**config.mk**
```make
export PLATFORM = sky130hd
export DESIGN_NAME = ace_mod
export DESIGN_NICKNAME = d
export VERILOG_FILES = /design/src/rtl/core/ace_pkg.sv /design/src/rtl/core/ace_mod.sv
export SDC_FILE = /design/constraint.sdc
export NUM_CORES = 1
export LEC_CHECK = 0
export BUFFER_PORTS_ARGS = -buffer_cell sky130_fd_sc_hd__buf_2
export CORE_MARGIN = 5
export CORE_UTILIZATION = 48
export CTS_BUF_LIST = sky130_fd_sc_hd__clkbuf_8
export DETAILED_ROUTE_END_ITERATION = 10
export HOLD_SLACK_MARGIN = 0.05
export PLACE_DENSITY = 0.72
export SYNTH_ARGS = -nofsm -noshare
export SYNTH_HDL_FRONTEND = slang
export SYNTH_SLANG_ARGS = --single-unit
```
**constraint.sdc**
```tcl
create_clock -name clk -period 2.8 [get_ports clk]
set_clock_uncertainty 0.1 [all_clocks]
set_input_delay 0.28 -clock clk [delete_from_list [all_inputs] [get_ports clk]]
set_output_delay 0.28 -clock clk [all_outputs]
set_load 0.03 [all_outputs]
```
**src/rtl/core/ace_pkg.sv**
```systemverilog
// Shared types, codes and constants of the accumulator execute block.
package ace_pkg;

	localparam int MEM_WORDS_DEF = 1024;
	localparam int VSTACK_DEPTH_DEF = 64;
	localparam int RSTACK_DEPTH_DEF = 32;

	typedef enum logic [3:0] {
		OP_HALT = 4'd0, OP_READNUM = 4'd1, OP_READKEY = 4'd2, OP_LOAD = 4'd3,
		OP_STORE = 4'd4, OP_ADD = 4'd5, OP_SUB = 4'd6, OP_MOD = 4'd7,
		OP_JNZ = 4'd8, OP_JEZ = 4'd9, OP_CALL = 4'd10, OP_RET = 4'd11,
		OP_PUSH = 4'd12, OP_POP = 4'd13, OP_OUT = 4'd14, OP_OUTCHAR = 4'd15
	} op_t;

	typedef enum logic [1:0] {
		SRC_NONE = 2'd0, SRC_ACC = 2'd1, SRC_MEM = 2'd2, SRC_CONST = 2'd3
	} src_t;

	typedef enum logic [2:0] {
		ST_OK = 3'd0, ST_BAD_RET = 3'd1, ST_POP_EMPTY = 3'd2,
		ST_BAD_ADDR = 3'd3, ST_MOD_ZERO = 3'd4, ST_FULL = 3'd5
	} status_t;

	typedef struct packed {
		logic [3:0] op;
		logic [1:0] flag;
		logic [15:0] operand;
		logic [15:0] in_value;
	} in_item_t;

	typedef struct packed {
		logic [15:0] next_pc;
		logic halted;
		logic out_valid;
		logic [15:0] out_value;
		logic out_is_char;
		logic [2:0] status;
	} out_item_t;

	// divider control between sequencer and modulo unit
	typedef struct packed {
		logic start;
		logic [15:0] dividend;
		logic [15:0] divisor;
	} div_req_t;

endpackage

```
**src/rtl/core/ace_mod.sv**
```systemverilog
// Restoring remainder unit, one quotient bit per cycle.
module ace_mod (
	input  logic clk,
	input  logic arst_n,
	input  ace_pkg::div_req_t req,
	output logic busy,
	output logic [15:0] rem
);
	logic [15:0] rem_q, dvd_q, dvs_q;
	logic [4:0] cnt_q;
	logic [16:0] trial;

	assign trial = {rem_q, dvd_q[15]} - {1'b0, dvs_q};
	assign busy = (cnt_q != 5'd0);
	assign rem = rem_q;

	always_ff @(posedge clk or negedge arst_n) begin
		if (!arst_n) begin
			cnt_q <= 5'd0;
		end else if (req.start) begin
			cnt_q <= 5'd16;
		end else if (busy) begin
			cnt_q <= cnt_q - 5'd1;
		end
	end

	// shift one dividend bit in and subtract when it fits
	always_ff @(posedge clk) begin
		if (req.start) begin
			rem_q <= 16'd0;
			dvd_q <= req.dividend;
			dvs_q <= req.divisor;
		end else if (busy) begin
			dvd_q <= {dvd_q[14:0], 1'b0};
			rem_q <= trial[16] ? {rem_q[14:0], dvd_q[15]} : trial[15:0];
		end
	end
endmodule

```
==> results.json, run 1 <==
{
  "cts_sinks": 53,
  "cap_violations": 0,
  "max_slew_violation_count": 0,
  "layout_common_cells": "buf_2, edfxtp_1, nor2_1, inv_1",
  "gp_routability_congestion": 0.8200,
  "ant_nets": 0,
  "rsz0062_at_grt": "true",
  "tritoncts_clock_tree": "done",
  "outcome": "complete, no violations",
  "io-pin-count": 52,
  "yosysWarningCount": 0,
  "post_synth_main_area_contributors": "edfxtp_1, dfxtp_1, ha_1, mux2_2, dfrtp_1",
  "worst_hold_slack_ns": 0.1405,
  "yosysUniqueCellTypes": 55,
  "cts_buffers": 5,
  "min_period_ns": 2.716,
  "std_cell_rows": 29,
  "final_common_cell": "buf_2",
  "worstSetupEndpointType": "flop",
  "area_growth_from_synthesis_to_final_layout_pct": 22.52,
  "critical_path.max_fanout": 7,
  "num_antenna_cells": 0,
  "min_delay_path_depth": 2,
  "ys_dominant_reg_cell": "edfxtp_1",
  "tightest_slew_ns": 0.6320,
  "met1_demand_to_capacity_share_in_global_routing": 0.1962,
  "total_power_uw": 4001,
  "power_density_nw_per_um2": 1069,
  "worst_skew_pair.late_latency_ns": 0.32,
  "worst_slew_margin_rel": 0.5777,
  "netlist_area_um2": 3055,
  "postSynthNetCount": 333,
  "n_fill_cell": 563,
  "drt-initial-drc-count": 158,
  "final-setup-viol-count": 0,
  "peakVddDrop_mv": 0.4413,
  "groute.layer.met2.usage": 0.2701,
  "syn_area_per_cell_um2": 10.95,
  "power.static_leakage_uw": 0.001703,
  "critPathArrivalTime_ns": 2.84,
  "postSynthRegisterBits": 53,
  "layout-drive-gt1-share": 0.3102,
  "critPathLaunchType": "flop",
  "clkSlewWorstSetupHoldPaths_ns": 0.10,
  "via_count": 2374,
  "async_flop_share": 0.09434,
  "post_detailed_route_drc_marker_count": 0,
  "drt-wirelength-per-cell_um": 14.77,
  "global_route.overflow_total": 0,
  "combined_area_of_the_multi_input_logic_cells_um2": 1530,
  "cts.root.buffer_cell": "clkbuf_8",
  "grtUsageMet3": 0.03923,
  "start_util": 0.4867,
  "first_global_vias": 2342,
  "synth-edff-count": 32,
  "vias_per_cell": 5.420,
  "finish.net_count": 414,
  "die_height_um": 89.79,
  "worstHoldPathType": "input port to flop",
  "synth_top_area_frac": 0.3145,
  "synth_top_cell_by_area": "edfxtp_1",
  "reg2reg_from": "dvd_q[15]$_DFFE_PP_",
  "dr.pass1.iters": 5,
  "synth_seq_area_share": 0.4603,
  "first_pass_grt_wire_length_um": 10760,
  "hold_start": "req[16]",
  "clk_path_buf_depth": 2,
  "final_hold_viol_count": 0,
  "final_cycle_share": 0.9698,
  "die_x_um": 89.79,
  "pin_count_of_the_biggest_net_entering_global_routing": 53,
  "ff2ff_path_depth": 12,
  "fmaxAchievable_mhz": 368.3,
  "critical_path_required_ns": 2.93,
  "wirelength_um": 6469,
  "crit_path_category": "flop to flop",
  "number_of_antenna_violations_at_the_first_check_in_global_routing": 0,
  "regArea_um2": 1406,
  "area_of_the_core_um2": 6277,
  "critPathLaunch": "dvd_q[15]$_DFFE_PP_",
  "globalRoute.busiestLayer": "met2",
  "detailed_placement_wirelength_estimate_um": 4384,
  "total_routing_resource_utilization_after_global_routing": 0.1571,
  "htree_num_levels": 2,
  "io_buffers": 51,
  "synth_cells": 279,
  "die_footprint_um2": 8061
}
==> critical path, cell delays in order, from the launching register on <==
cell	delay, ns
edfxtp_1	0.41
inv_2	0.09
ha_4	0.14
fa_2	0.21
nand2b_4	0.14
a21oi_4	0.07
o21a_2	0.25
or2_4	0.25
o311a_4	0.39
buf_4	0.17
buf_4	0.13
mux2i_1	0.11
o21a_1	0.16
==> cells by family after synthesis <==
kind of cell             count (synthesis)  share of synthesized area
multiplexers                            25                    0.08804
flip-flops                              53                     0.4603
buffers and inverters                   32                    0.05733
XOR/XNOR                                13                    0.03726
AO/OA/AOI/OAI                           62                     0.1470
adder cells (fa/ha/maj)                 19                    0.08026
AND/OR/NAND/NOR                         75                     0.1298
==> final timing paths <==
path | endpoint | slack (ns)
max | rem[0]$_SDFFE_PP0P_ | 0.08
min | dvd_q[0]$_SDFFCE_PN0P_ | 0.14
min reg2reg | rem[8]$_SDFFE_PP0P_ | 0.44
max reg2reg | rem[0]$_SDFFE_PP0P_ | 0.08
min in group asynchronous | cnt_q[3]$_DFFE_PN0P_ | 0.19
max in group asynchronous | cnt_q[1]$_DFFE_PN0P_ | 2.28
==> cell type report <==
class / instances / area share
Multi-Input combinational cell: 195 / 0.4088
Tap cell: 77 / 0.02574
Sequential cell: 53 / 0.3757
Clock buffer: 5 / 0.01838
Clock inverter: 3 / 0.005682
Inverter: 22 / 0.02206
Timing Repair Buffer: 83 / 0.1437
==> where the power goes <==
part	switching (uW)	leakage [uW]	internal, uW
clock	279	0.0000407	178
combinational	1250	0.00114	1060
sequential	172	0.000520	1060
total	1700	0.00170	2300
==> cell usage after synthesis, types with 3 or more instances <==
library cell and instances:
nand3_1 8, o21ai_0 7, nand2b_1 3, nor3_1 5
clkbuf_8 4, ha_1 18, a21o_1 4, xor2_1 3
a21oi_1 15, mux2i_1 10, edfxtp_1 32, inv_1 20
clkbuf_1 4, dfxtp_1 16, o21a_1 5, nand2_1 13
nand4_1 5, or3_1 4, mux2_2 15, nor2_1 21
xnor2_1 10, a211oi_1 13, dfrtp_1 5
==> registers in the layout, summed over array words and instances, names as in the netlist <==
signal	count
cnt_q	5
rem	16
dvd_q	16
dvs_q	16
==> metal layers <==
| layer | wire length, um | part of all wire |
|---|---|---|
| met1 | 2937 | 0.45 |
| met2 | 3078 | 0.48 |
| met3 | 378 | 0.058 |
| met4 | 74 | 0.011 |
| met5 | 0 | 0 |
==> what timing repair did <==
| item | CTS | global route |
|---|---|---|
| hold endpoints to repair | 21 | 0 |
| hold buffers | 17 | 0 |
| setup buffers | 0 | 7 |
| setup endpoints to repair | 8 | 14 |
| gates cloned | 0 | 1 |
| gates resized for setup | 0 | 14 |
| pin swaps | 2 | 10 |
==> metrics by stage <==
| step | utilization | TNS (ns) | instances | setup WS, ns | cell area, um2 |
|---|---|---|---|---|---|
| floorplan | - | 0 | 279 | 0.06196 | 3055 |
| global placement | 0.5376 | 0 | 405 | 0.06601 | 3374 |
| detailed placement | 0.5376 | -0.04660 | 405 | -0.02020 | 3374 |
| CTS | 0.5790 | 0 | 430 | 0.01537 | 3635 |
| global route | 0.5964 | -0.09442 | 438 | -0.03297 | 3744 |
| finish | 0.5964 | 0 | 438 | 0.08445 | 3744 |
No activity file was read; power rests on OpenSTA's default activity.
==> run 2: changes to the inputs <==
--- a/config.mk
+++ b/config.mk
@@ -5,13 +5,14 @@
 export SDC_FILE = /design/constraint.sdc
 export NUM_CORES = 1
 export LEC_CHECK = 0
+export ABC_AREA = 1
 export BUFFER_PORTS_ARGS = -buffer_cell sky130_fd_sc_hd__buf_2
 export CORE_MARGIN = 5
 export CORE_UTILIZATION = 48
 export CTS_BUF_LIST = sky130_fd_sc_hd__clkbuf_8
 export DETAILED_ROUTE_END_ITERATION = 10
 export HOLD_SLACK_MARGIN = 0.05
-export PLACE_DENSITY = 0.72
+export PLACE_DENSITY = 0.71
 export SYNTH_ARGS = -nofsm -noshare
 export SYNTH_HDL_FRONTEND = slang
 export SYNTH_SLANG_ARGS = --single-unit
==> run 2 against run 1 <==
  * Critical path depth up 2
  * Non-clock buffer count is 12 lower
  * Largest power group unchanged
  * Critical endpoint is now rem[11]$_SDFFE_PP0P_
  * Synthesized area rose by 13%
  * Wire length rose by 23%
  * Count of clock-buffer cells in the layout unchanged
  * Critical path type unchanged
  * Via count grew 33%
  * Flip-flop and latch count is the same
  * Sequential share of layout area down 2.9 points
==> results.json, run 2 <==
{
  "first_global_vias": 2949,
  "post_cts.resized_instances": 0,
  "yosysUniqueCellTypes": 31,
  "synth_top_cell_by_area": "edfxtp_1",
  "power.static_leakage_uw": 0.002369,
  "die_footprint_um2": 8999,
  "post-place-cells": 636,
  "met1_demand_to_capacity_share_in_global_routing": 0.2387,
  "globalRoute.busiestLayer": "met2",
  "via_count": 3169,
  "clkSlewWorstSetupHoldPaths_ns": 0.09,
  "synth_seq_area_share": 0.4068,
  "wirelength_um": 7972,
  "internal_power_uw": 1743,
  "final_core_util": 0.5685,
  "final_cycle_share": 0.8650,
  "total_routing_resource_utilization_after_global_routing": 0.1855,
  "layout-drive-gt1-share": 0.1319,
  "crit_path_category": "flop to flop",
  "combined_area_of_the_multi_input_logic_cells_um2": 1604,
  "tightest_slew_ns": 0.4141,
  "ant_nets": 0,
  "worstHoldPathType": "input port to flop",
  "cts_sinks": 53,
  "tritoncts_clock_tree": "done",
  "ys_dominant_reg_cell": "edfxtp_1",
  "grtUsageMet3": 0.02948,
  "drt-wirelength-per-cell_um": 12.08,
  "outcome": "complete, no violations",
  "synth.cells.most_frequent": "nand2_1, inv_1, nand3_1",
  "die_x_um": 94.87,
  "final_common_cell": "nand2_1",
  "worst_skew_pair.late_latency_ns": 0.30,
  "std_cell_rows": 31,
  "cap_violations": 0,
  "gp_routability_congestion": 0.9076,
  "global_route.overflow_total": 0,
  "critical_path.max_fanout": 11,
  "final-setup-viol-count": 0,
  "power.net_switching_uw": 1445,
  "post_detailed_route_drc_marker_count": 0,
  "area_growth_from_synthesis_to_final_layout_pct": 17.37,
  "detailed_placement_wirelength_estimate_um": 6131,
  "cts_buffers": 5,
  "power.share.sequential": 0.356,
  "n_fill_cell": 725,
  "first_pass_grt_wire_length_um": 13270,
  "power_density_nw_per_um2": 785.7,
  "final_hold_viol_count": 0,
  "peakVddDrop_mv": 0.3692,
  "io_buffers": 51,
  "critPathArrivalTime_ns": 2.53,
  "min_period_ns": 2.422,
  "clkPwrFrac": 0.133,
  "synth-edff-count": 32,
  "clk_path_buf_depth": 2,
  "worst_slew_margin_rel": 0.7239,
  "critPathLaunchType": "flop",
  "syn_area_per_cell_um2": 7.012,
  "die_height_um": 94.87,
  "switching_power_share_of_the_total": 0.4533,
  "comb_power_share": 0.512,
  "regArea_um2": 1406,
  "num_antenna_cells": 0,
  "vias_per_cell": 4.802,
  "yosysWarningCount": 0,
  "rsz0062_at_grt": "false",
  "drt-initial-drc-count": 264,
  "fmaxAchievable_mhz": 412.9,
  "worstSetupEndpointType": "flop",
  "layout.cells.non_filler": 660,
  "totalNegativeSetupSlack_ns": 0,
  "finish.net_count": 614,
  "layout_common_cells": "nand2_1, inv_1, buf_2, nand3_1, edfxtp_1",
  "max_slew_violation_count": 0,
  "cts.repair_timing.setup_buffer_count": 0,
  "dr.pass1.iters": 4,
  "synth_cells": 493,
  "synth_top_area_frac": 0.2780,
  "start_util": 0.4844,
  "netlist_area_um2": 3457,
  "pin_count_of_the_biggest_net_entering_global_routing": 39,
  "total_power_uw": 3188,
  "postSynthNetCount": 547,
  "cts.root.buffer_cell": "clkbuf_8",
  "number_of_antenna_violations_at_the_first_check_in_global_routing": 0,
  "area_of_the_core_um2": 7137,
  "io-pin-count": 52,
  "yosysMostFrequentCell": "nand2_1",
  "async_flop_share": 0.09434,
  "groute.layer.met2.usage": 0.3177,
  "postSynthRegisterBits": 53,
  "critical_path_required_ns": 2.91,
  "post_synth_main_area_contributors": "edfxtp_1, nand2_1, inv_1, dfxtp_1, nand3_1",
  "htree_num_levels": 2
}
run 2: stage by stage:
step           area, um2  hold slack (ns)  setup slack, ns
2_1_floorplan       3457          -0.1156           0.5214
3_3_place_gp        3814         0.005638           0.5245
3_5_place_dp        3814         0.003889           0.4203
4_1_cts             4058          0.06170           0.3772
5_1_grt             4058          0.05393           0.1758
6_report            4058          0.06848           0.3780
run 2: cell type report:
cell class | count | area share
Tap cell | 99 | 0.03053
Sequential cell | 53 | 0.3466
Clock inverter | 3 | 0.003700
Inverter | 105 | 0.09713
Timing Repair Buffer | 71 | 0.1098
Clock buffer | 5 | 0.01696
Multi-Input combinational cell | 324 | 0.3953
run 2: path summary, 6_finish.rpt:
path,start,to,slack (ns),cells after the start
setup / recovery,dvs_q[0]$_DFFE_PP_,rem[11]$_SDFFE_PP0P_,0.38,14
setup reg to reg,dvs_q[0]$_DFFE_PP_,rem[11]$_SDFFE_PP0P_,0.38,14
hold / removal,req[0],dvs_q[0]$_DFFE_PP_,0.07,1
max in group asynchronous,arst_n,cnt_q[0]$_DFFE_PN0P_,2.25,2
min in group asynchronous,arst_n,cnt_q[2]$_DFFE_PN0P_,0.22,2
hold reg to reg,dvd_q[1]$_DFFE_PP_,dvd_q[2]$_DFFE_PP_,0.42,2
run 2: cell families (layout without fill, tap and decap cells):
logic type / after synthesis / after routing / share of synthesized area
xor gates and xnor gates: 6 / 6 / 0.01520
adders and majority gates: 19 / 19 / 0.07094
AOI/OAI and AO/OA: 29 / 29 / 0.04561
and+or+nand+nor: 270 / 270 / 0.3323
DFF: 53 / 53 / 0.4068
buffers and inverters: 116 / 184 / 0.1292
run 2: worst max-delay path, stage by stage (launching register included):
cell	delay, ns
edfxtp_1	0.40
ha_1	0.22
fa_1	0.40
inv_1	0.11
nand2_1	0.05
nand2_1	0.10
nand3_1	0.10
nand2_1	0.12
nand2_2	0.09
nand3_2	0.19
nand2_2	0.17
nand2_1	0.10
nand3_1	0.07
nand2_1	0.08
inv_1	0.03
run 2: what timing repair did:
item,CTS,global route
hold buffers,16,0
hold endpoints to repair,20,0
endpoints found under the setup margin,0,0
run 2: power groups by stage:
stage / sequential (uW) / clock, uW / combinational (uW)
2_1_floorplan: 1240 / 0 / 1120
3_3_place_gp: 1150 / 0 / 1560
3_5_place_dp: 1150 / 0 / 1600
4_1_cts: 1140 / 435 / 1630
5_1_grt: 1160 / 466 / 1850
6_report: 1130 / 423 / 1630
run 2: routing by layer:
layer / vias to the layer above / share of wire
met5: - / 0
met4: 0 / 0.018
met3: 13 / 0.058
met2: 82 / 0.49
met1: 1421 / 0.44
li1: 1653 / -
